$ cat src/sv/ptc_ram.sv
// Single-port-write, single-port-read synchronous RAM with registered read data.
module ptc_ram #(
  parameter int WIDTH = 8,
  parameter int DEPTH = 64
) (
  input  logic                                      clk,
  input  logic                                      we,
  input  logic [(DEPTH > 1 ? $clog2(DEPTH) : 1)-1:0] waddr,
  input  logic [WIDTH-1:0]                          wdata,
  input  logic [(DEPTH > 1 ? $clog2(DEPTH) : 1)-1:0] raddr,
  output logic [WIDTH-1:0]                          rdata
);

  logic [WIDTH-1:0] mem [DEPTH];

  always_ff @(posedge clk) begin
    if (we) begin
      mem[waddr] <= wdata;
    end
    rdata <= mem[raddr];
  end

endmodule
$ cat config.mk
export PLATFORM = sky130hd
export DESIGN_NAME = ptc_ram
export DESIGN_NICKNAME = d
export VERILOG_FILES = /design/src/sv/ptc_ram.sv
export SDC_FILE = /design/constraint.sdc
export NUM_CORES = 1
export LEC_CHECK = 0
export BUFFER_PORTS_ARGS = -buffer_cell sky130_fd_sc_hd__buf_2
export CORE_MARGIN = 1.5
export CORE_UTILIZATION = 45
export DETAILED_ROUTE_END_ITERATION = 10
export GPL_ROUTABILITY_DRIVEN = 0
export HOLD_SLACK_MARGIN = 0.15
export MAX_ROUTING_LAYER = met4
export PLACE_DENSITY_LB_ADDON = 0.3
export SLEW_MARGIN = 20
export SYNTH_ARGS = -nofsm -noshare
export SYNTH_HDL_FRONTEND = slang
export SYNTH_SLANG_ARGS = --single-unit
$ cat constraint.sdc
create_clock -name clk -period 2.2 [get_ports clk]
set_clock_uncertainty 0.05 [all_clocks]
set_input_delay 0.11 -clock clk [delete_from_list [all_inputs] [get_ports clk]]
set_output_delay 0.11 -clock clk [all_outputs]
set_load 0.01 [all_outputs]
# [Word level (Yosys, flattened, before mapping)]
# Memories as Yosys holds them, arrays and structs flattened. A register that Yosys moved wholly into a read port is not among the register bits.
# Index checks and enable logic that the tools add are counted.
[word_totals] out_inout_bits=8 in_bits=22 elab_cells=3 mem_bits_rw=512 reg_bits=0 n_memories=1
[mem_list] memory="mem" depth=64 word_bits=8 read_ports=1 rd_ports_with_merged_regs=1 wr=1 line="14" rtl="logic [WIDTH-1:0] mem [DEPTH];"
[classes] mux=2
[op_table] operator="$mux W1" count=2

# [Depth between registers and ports, before layout]
# Gate-level depths: netlist of run 1.
[depth] depth_word=2 depth_mapped=9 mapped_depth_nobuf=5

# [Worst setup path before layout of run 1]
# Ideal clock, no wire load.
[synth_timing] path_kind="input port to flip-flop" startpoint="input raddr[1] in the netlist's numbering" endpoint="register rdata[3], read port of mem" n_path_buf=3 stages=7 t_required_ns=2.022 setup_slack_ns=0.372 arrival_ns=1.650 setup_time_ns=0.128 path_cell_list="buf_4 -> buf_2 -> buf_2 -> mux4_2 -> mux4_2 -> o21ai_1 -> o41ai_1"
[synth_lines] element="start, declared" line="10" rtl="input logic [(DEPTH > 1 ? $clog2(DEPTH) : 1)-1:0] raddr,"
[synth_lines] element="end, declared" line="11" rtl="output logic [WIDTH-1:0] rdata"

==> reports/results.ini, run 1 <==
[global_routing]
grt_pass1_vias = 10200
grt_usage = 0.209
grt_pass1_wl_um = 67800
overflow = 0
grt_antenna_before_repair = 3
grt_max_degree = 65

[synthesis]
synth-main-ff-cell = edfxtp_1
synthesis.nets = 962
synth_common_cells = edfxtp_1, mux4_2, nor2_1
synth_seq_cells = 520
syn_area_per_cell_um2 = 21.5
ys_top_cells_by_area = edfxtp_1, mux4_2, nor2_1
ys_types = 40
synthMostInstantiatedCell = edfxtp_1
synthesis.area_um2 = 20200
async_reset_ff_frac = 0
synth_top_cell_by_area = edfxtp_1
netlist.area_leader.share = 0.762
synth_edf_count = 512
yosysWarnings = 0
seq_area_frac_synth = 0.770
synth_cells = 940

[route]
drtIter0Drc = 1167
drtAntennaViolNets = 0
drt-pass1-iter-count = 5
vias = 9975
drt-total-wl_um = 45500
wl_per_cell_um = 26.0
drc = 0
via_per_inst = 5.70

[placed_design]
hpwl_um = 29400
portBuffers = 29
place_ws_ns = -0.124

[clocking]
post_cts_buffers = 0
numCtsBuffers = 52
ctsRootBufferMaster = clkbuf_16
clock_sinks = 520
clockBufferDepth = 3
clock_latency_ns = 0.59
cts.clk_slew.worst_paths_ns = 0.06
htreeDepth = 2
cts_tree = done

[timing]
max_freq_mhz = 471
rsz0062_at_grt = no
slew_viol_final = 0
fin_setup_tns_ns = 0
max_slew.worst_pin.slew_ns = 0.819
period_share = 0.965
layout_setup_ws_ns = 0.0778
fin_crit_ns = 2.12
relSlewSlack = 0.454
setup_viol = 0
hold_viol_final = 0

[worst_setup_path]
crit_type = register to register
critPathSlowestCell = dlygate4sd3_1
cp_data_required_time_ns = 2.61
crit_buf_inv = 1
cp_cell_sequence = mux4_2, mux2i_2, nand2_1, nand3_1, dlygate4sd3_1, o32ai_1
path_max_fanout = 1
cp-end-kind = register
path_delay_family = multiplexers
critPathLaunchType = register
cpPeakStageDelay_ns = 0.55
crit_arrival_ns = 2.53

[pwr]
pwr-share-clk = 0.409
power.density_nw_per_um2 = 868
pwr-share-comb = 0.055
swShare = 0.210
p_leak_nw = 7.62
p_int_mw = 16.2
ir_drop_v = 0.000494
share_seq_of_total_power = 0.536
p_switching_mw = 4.31
p_total_mw = 20.5

[floorplanning]
dieArea_um2 = 46100
core_area_um2 = 44200
die-height_um = 215
num_rows = 77
start_util = 0.456
ios = 30
die_x_um = 215

[run]
maxCapViolCount = 0

[layout]
utilization = 0.535
drive_gt1_frac = 0.317
fill_cells = 3359
syn2layout_area_growth_pct = 17.3
fin_nets = 1133

[hold_path]
min_path_type = input pin to register

[status]
status = completed

[layer usage]
metal	global-route usage	part of all wire
met4	0.0737	0.029
met5	-	0
met3	0.0386	0.066
met2	0.318	0.48
met1	0.284	0.42
[area by class of cell]
cell class	instances	area, um2	area share
Sequential cell	520	15500	0.657
Multi-Input combinational cell	369	4320	0.183
Timing Repair Buffer	168	1440	0.0610
Clock buffer	67	1380	0.0583
Tap cell	592	741	0.0313
Clock inverter	31	235	0.00994
Antenna cell	3	7.51	0.000317
[power by group through the flow]
stage	clock network, mW	logic (mW)	registers (mW)
5_1_grt	8.93	1.20	11.0
2_1_floorplan	0	0.584	11.2
4_1_cts	8.53	1.13	11.0
3_3_place_gp	0	1.09	11.2
3_5_place_dp	0	1.11	11.2
6_report	8.41	1.12	11.0
[registers in the layout, indices dropped and copies added, names as in the netlist]
register and flops:
rdata 8, mem 512
[cell usage in the layout (no fill, tap or decap), types with 4 or more instances in the layout]
cell type,netlist,routed
a211oi_1,4,4
a221oi_1,6,6
buf_12,2,16
buf_2,11,26
buf_4,13,109
clkbuf_1,17,14
clkbuf_16,0,53
clkinv_1,0,13
clkinv_2,0,9
dfxtp_1,8,8
dlygate4sd3_1,0,16
edfxtp_1,512,512
mux2_2,13,13
mux2i_1,23,21
mux4_2,126,126
nand2_1,19,19
nand2b_1,7,7
nand3_1,13,13
nor2_1,83,83
nor2b_1,14,14
nor3_1,7,7
o221ai_1,8,8
o22ai_1,8,8
[worst paths after layout]
check             startpoint    endpoint  slack, ns  cells after the start
setup reg to reg  mem[41][4]    rdata[4]       0.08                      6
hold reg to reg   mem[30][4]    rdata[4]       0.81                      3
hold / removal      wdata[4]  mem[23][4]       0.16                      2
setup / recovery  mem[41][4]    rdata[4]       0.08                      6
[kinds of logic after synthesis]
kind of cell | after synthesis | synth area share
AND/OR/NAND/NOR | 153 | 0.0339
multiplexers | 162 | 0.159
flip-flops | 520 | 0.770
AO/OA/AOI/OAI | 54 | 0.0207
buffers and inverters | 51 | 0.0157
[metrics by stage]
stage,cells,hold slack (ns),cell area [um2]
3_3_place_gp,1633,0.458,21900
5_1_grt,1750,0.184,23700
6_report,1750,0.160,23700
3_5_place_dp,1633,0.474,21900
2_1_floorplan,940,0.159,20200
4_1_cts,1747,0.151,23600
[timing repair]
action,4_1_cts,5_1_grt
endpoints found under the setup margin,0,1
gates resized for setup,0,2
hold endpoints to repair,254,0
hold buffers,16,0
(Power assumes the default switching activity.)
==> inputs of run 2 (changes only) <==
--- a/config.mk
+++ b/config.mk
@@ -6,6 +6,7 @@
 export NUM_CORES = 1
 export LEC_CHECK = 0
 export BUFFER_PORTS_ARGS = -buffer_cell sky130_fd_sc_hd__buf_2
+export CORE_ASPECT_RATIO = 1.1
 export CORE_MARGIN = 1.5
 export CORE_UTILIZATION = 45
 export DETAILED_ROUTE_END_ITERATION = 10
==> constraint.sdc (replaced) <==
create_clock -name clk -period 2.6 [get_ports clk]
set_clock_uncertainty 0.05 [all_clocks]
set_input_delay 0.13 -clock clk [delete_from_list [all_inputs] [get_ports clk]]
set_output_delay 0.13 -clock clk [all_outputs]
set_load 0.01 [all_outputs]
==> run 2 against run 1 <==
  * Non-clock buffer count down 13
  * Critical path depth decreased by 1
  * Die area about the same
  * Flip-flop and latch count did not move
  * Power down 16%
  * Combinational power fell by 17%
  * Hold slack improved by 0.0099 ns
  * Sequential power down 15%
  * Global-route usage is 0.58 points higher
  * Critical endpoint unchanged
==> reports/results.ini, run 2 (synthesis gave the netlist of run 1 again) <==
[hold_path]
min_path_type = input pin to register

[layout]
top_regs = mem: 512 flops, rdata: 8 flops
layout_common_cells = edfxtp_1, mux4_2, buf_4
largest_register_ffs = 512  ; unchanged
fin_nets = 1118  ; -1.3%
syn2layout_area_growth_pct = 16.1
fin_cells = 1719  ; -1.8%
utilization = 0.527  ; -0.00767
drive_gt1_frac = 0.308  ; -0.00851
final_common_cell = edfxtp_1
top_register = mem
fill_cells = 3453  ; +2.8%

[route]
via_per_inst = 5.77  ; +1.3%
drt-pass1-iter-count = 5  ; unchanged
vias = 9922  ; -0.53%
drt-total-wl_um = 46100  ; +1.4%
drtIter0Drc = 948  ; -19%
wl_per_cell_um = 26.8  ; +3.3%
drc = 0  ; unchanged
drtAntennaViolNets = 0  ; unchanged

[worst_setup_path]
critPathLaunchType = register
critPathSlowestCell = nor3_1
cp_cell_sequence = mux4_2, mux2_2, o221a_2, nor3_1, o32ai_1
crit_buf_inv = 0  ; -1
path_delay_family = multiplexers
cpPeakStageDelay_ns = 0.57  ; +0.02 ns
crit_type = register to register
cp_data_required_time_ns = 3.01  ; +0.40 ns
path_max_fanout = 1  ; unchanged
cp-end-kind = register
crit_arrival_ns = 2.78  ; +0.25 ns

[timing]
slew_viol_final = 0  ; unchanged
rsz0062_at_grt = no
max_freq_mhz = 422  ; -10%
fin_crit_ns = 2.37  ; +0.247 ns
hold_viol_final = 0  ; unchanged
setup_viol = 0  ; unchanged
fin_setup_tns_ns = 0  ; unchanged
relSlewSlack = 0.453  ; -0.00148
period_share = 0.911  ; -0.0534
max_slew.worst_pin.slew_ns = 0.821  ; +0.00222 ns

[pwr]
power.density_nw_per_um2 = 738  ; -15%
ir_drop_v = 0.000405  ; -18%
p_leak_nw = 7.51  ; -1.4%

[floorplanning]
dieArea_um2 = 46100  ; about the same
start_util = 0.454  ; -0.00174
ios = 30  ; unchanged
num_rows = 81  ; +5.2%
die-height_um = 225  ; +4.8%
core_area_um2 = 44400  ; +0.38%
die_x_um = 205  ; -4.6%

[placed_design]
dp_cells = 1612  ; -1.3%
portBuffers = 29  ; unchanged
hpwl_um = 30300  ; +2.8%

[clocking]
cts.clk_slew.worst_paths_ns = 0.06  ; about the same
clockBufferDepth = 3  ; unchanged
ctsRootBufferMaster = clkbuf_16
clock_latency_ns = 0.60  ; about the same
holdBufCountCts = 13  ; -3
cts_resized = 0  ; unchanged
numCtsBuffers = 50  ; -3.8%
post_cts_buffers = 0  ; unchanged
clock_sinks = 520  ; unchanged
htreeDepth = 2  ; unchanged
cts_tree = done

[status]
status = completed

[global_routing]
grt_usage = 0.214  ; +0.00584
overflow = 0  ; unchanged
grt_pass1_wl_um = 68200  ; +0.52%
grt_antenna_before_repair = 3  ; unchanged
grt_pass1_vias = 10300  ; +0.43%
grt_max_degree = 65  ; unchanged

[run]
maxCapViolCount = 0  ; unchanged

run 2: cell count changes in the layout (fill, tap and decap cells not counted), sizes merged:
cell         delta
buf            -10
clkinv          -3
inv             -2
bufinv          +1
dlygate4sd3     -3
clkbuf          -3
run 2: per-layer routing:
metal / vias to the layer above / track usage / routed length [um] / share of wire
met5: - / - / 0 / 0
met4: 0 / 0.0643 / 1160 / 0.025
met1: 5226 / 0.281 / 18600 / 0.40
li1: 4243 / - / - / -
met3: 70 / 0.0450 / 3490 / 0.076
met2: 383 / 0.340 / 22900 / 0.50
run 2: path summary, 6_finish.rpt:
check | start | to | cells past startpoint | slack [ns]
min reg2reg | mem[35][0] | rdata[0] | 4 | 0.80
max reg2reg | mem[21][4] | rdata[4] | 5 | 0.23
max | mem[21][4] | rdata[4] | 5 | 0.23
min | wdata[6] | mem[61][6] | 1 | 0.17
run 2: final cells by class:
class,count,area [um2],area share
clock inverters,27,243,0.0104
clock buffers,64,1340,0.0570
repair buffers,155,1250,0.0534
multi-input cells,369,4320,0.184
diodes,3,7.51,0.000321
well taps,581,727,0.0310
flip-flops and latches,520,15500,0.664
run 2: stage by stage:
step / cell area, um2 / hold WS (ns) / total power, mW / worst slack (ns)
final: 23400 / 0.170 / 17.3 / 0.231
after floorplan: 20200 / 0.179 / 9.97 / 0.752
after detailed placement: 21700 / 0.528 / 10.4 / 0.0205
after CTS: 23400 / 0.161 / 17.4 / 0.228
after global placement: 21700 / 0.530 / 10.4 / 0.0476
after global routing: 23400 / 0.207 / 17.8 / 0.233
run 2: power by group:
part,switching (mW),internal (mW)
clock,3.02,4.02
combinational,0.551,0.376
sequential,0.0325,9.28
==> inputs of run 3 (changes only) <==
--- a/config.mk
+++ b/config.mk
@@ -13,7 +13,7 @@
 export GPL_ROUTABILITY_DRIVEN = 0
 export HOLD_SLACK_MARGIN = 0.15
 export MAX_ROUTING_LAYER = met4
-export PLACE_DENSITY_LB_ADDON = 0.3
+export PLACE_DENSITY = 0.67
 export SLEW_MARGIN = 20
 export SYNTH_ARGS = -nofsm -noshare
 export SYNTH_HDL_FRONTEND = slang
==> run 3 against run 2 <==
  * Sequential share of layout area about the same
  * Core utilization about the same
  * Largest cell class unchanged
  * Count of clock-buffer cells in the layout down 5
  * Critical path type unchanged
==> reports/results.ini, run 3 (synthesis gave the netlist of run 1 again) <==
[status]
status = completed

[layout]
multi_input_area_um2 = 4320  ; unchanged
drive_gt1_frac = 0.308  ; about the same
largest_register_ffs = 512  ; unchanged
fill_cells = 3380  ; -2.1%
final_common_cell = edfxtp_1
top_register = mem
layout_common_cells = edfxtp_1, mux4_2, buf_4
syn2layout_area_growth_pct = 16.0  ; about the same
top_regs = mem: 512 flops, rdata: 8 flops
design_area_um2 = 23400  ; about the same
fin_nets = 1109  ; -0.81%
utilization = 0.527  ; about the same
regArea_um2 = 15500  ; unchanged

[floorplanning]
start_util = 0.454  ; unchanged
ios = 30  ; unchanged
core_area_um2 = 44400  ; unchanged
num_rows = 81  ; unchanged
dieArea_um2 = 46100  ; unchanged
die_x_um = 205  ; unchanged
die-height_um = 225  ; unchanged

[worst_setup_path]
cp_cell_sequence = mux4_2, mux2_2, o221a_2, nor3_1, o32ai_1
crit_type = register to register
cpPeakStageDelay_ns = 0.49  ; -0.08 ns
rrSetupSlack_ns = 0.48  ; +0.25 ns
critPathSlowestCell = mux4_2
critPathLaunchType = register
cp_data_required_time_ns = 2.98  ; -0.03 ns
crit_arrival_ns = 2.50  ; -0.28 ns
cp-end-kind = register
path_max_fanout = 1  ; unchanged

[timing]
setup_viol = 0  ; unchanged
max_slew.worst_pin.slew_ns = 0.794  ; -0.0266 ns
relSlewSlack = 0.469  ; +0.0158
max_freq_mhz = 472  ; +12%
slew_viol_final = 0  ; unchanged
period_share = 0.815  ; -0.0965
rsz0062_at_grt = no
fin_setup_tns_ns = 0  ; unchanged
hold_viol_final = 0  ; unchanged
fin_crit_ns = 2.12  ; -0.251 ns

[global_routing]
grt_pass1_vias = 10100  ; -1.6%
grt_pass1_wl_um = 67000  ; -1.8%
grt_antenna_before_repair = 2  ; -1
grt_usage = 0.207  ; -0.00769
grt_max_degree = 65  ; unchanged
overflow = 0  ; unchanged

[route]
drtIter0Drc = 1132  ; +19%
via_per_inst = 5.73  ; -0.78%
drt-total-wl_um = 44500  ; -3.6%
wl_per_cell_um = 26.0  ; -3.0%
vias = 9787  ; -1.4%
drt-pass1-iter-count = 5  ; unchanged
drc = 0  ; unchanged
drtAntennaViolNets = 0  ; unchanged

[pwr]
pwr-share-comb = 0.052  ; -0.002
p_int_mw = 13.8  ; +0.77%
share_seq_of_total_power = 0.536  ; -0.003
power.density_nw_per_um2 = 742  ; +0.57%
swShare = 0.207  ; -0.00201
p_total_mw = 17.4  ; +0.51%
ir_drop_v = 0.000580  ; +43%
p_switching_mw = 3.59  ; -0.45%
p_leak_nw = 7.51  ; about the same
pwr-share-clk = 0.412  ; +0.004

[clocking]
ctsRootBufferMaster = clkbuf_16
holdBufCountCts = 13  ; unchanged
cts_resized = 0  ; unchanged
post_cts_buffers = 0  ; unchanged
clockBufferDepth = 3  ; unchanged
numCtsBuffers = 49  ; -2.0%
clock_sinks = 520  ; unchanged
htreeDepth = 2  ; unchanged
cts_tree = done
clock_latency_ns = 0.58  ; -0.02 ns
cts.clk_slew.worst_paths_ns = 0.06  ; about the same

[placed_design]
portBuffers = 29  ; unchanged
hpwl_um = 28700  ; -5.2%
dpl_cell_area_um2 = 21600  ; -0.25%

[hold_path]
min_path_type = input pin to register

[run]
maxCapViolCount = 0  ; unchanged

run 3: changes by cell type in the layout (fill, tap and decap cells not counted), moves of 2 or more:
cell,before,now
buf_4,106,97
clkbuf_1,12,6
clkinv_2,6,10
clkinv_4,0,2
clkinvlp_4,3,1
run 3: path summary, 6_finish.rpt:
kind | end | start | depth (start not counted)
min reg2reg | rdata[1] | mem[19][1] | 4
min | mem[49][2] | waddr[0] | 3
max reg2reg | rdata[4] | mem[21][4] | 5
max | rdata[4] | mem[21][4] | 5
run 3: critical path: cells and delay by family (launching register included):
family	cells	cell delay, ns
and+or+nand+nor	1	0.35
DFF	1	0.36
muxes	2	0.78
AOI/OAI and AO/OA	2	0.44
run 3: through the flow:
stage / cells / hold slack, ns / worst slack, ns
global placement: 1603 / 0.397 / 0.189
global route: 1709 / 0.197 / 0.451
floorplan: 940 / 0.179 / 0.752
finish: 1709 / 0.183 / 0.482
detailed placement: 1603 / 0.408 / 0.194
CTS: 1706 / 0.158 / 0.474
run 3: metal layers:
layer	wire length (um)	part of all wire	up-vias	track usage
met5	0	0	-	-
met2	22200	0.50	345	0.326
met3	2770	0.062	73	0.0351
li1	-	-	4228	-
met4	1320	0.030	0	0.0645
met1	18200	0.41	5141	0.277
run 3: layout make-up:
type / count / area share
repair buffers: 147 / 0.0516
clock buffers: 59 / 0.0567
well taps: 581 / 0.0311
diodes: 2 / 0.000214
multi-input cells: 369 / 0.184
clock inverters: 31 / 0.0121
flip-flops and latches: 520 / 0.664
run 3: power groups by stage:
stage / registers, mW / logic (mW) / clock network [mW]
global route: 9.31 / 0.975 / 7.56
detailed placement: 9.49 / 0.902 / 0
finish: 9.31 / 0.911 / 7.15
floorplan: 9.48 / 0.494 / 0
global placement: 9.49 / 0.888 / 0
CTS: 9.31 / 0.919 / 7.25
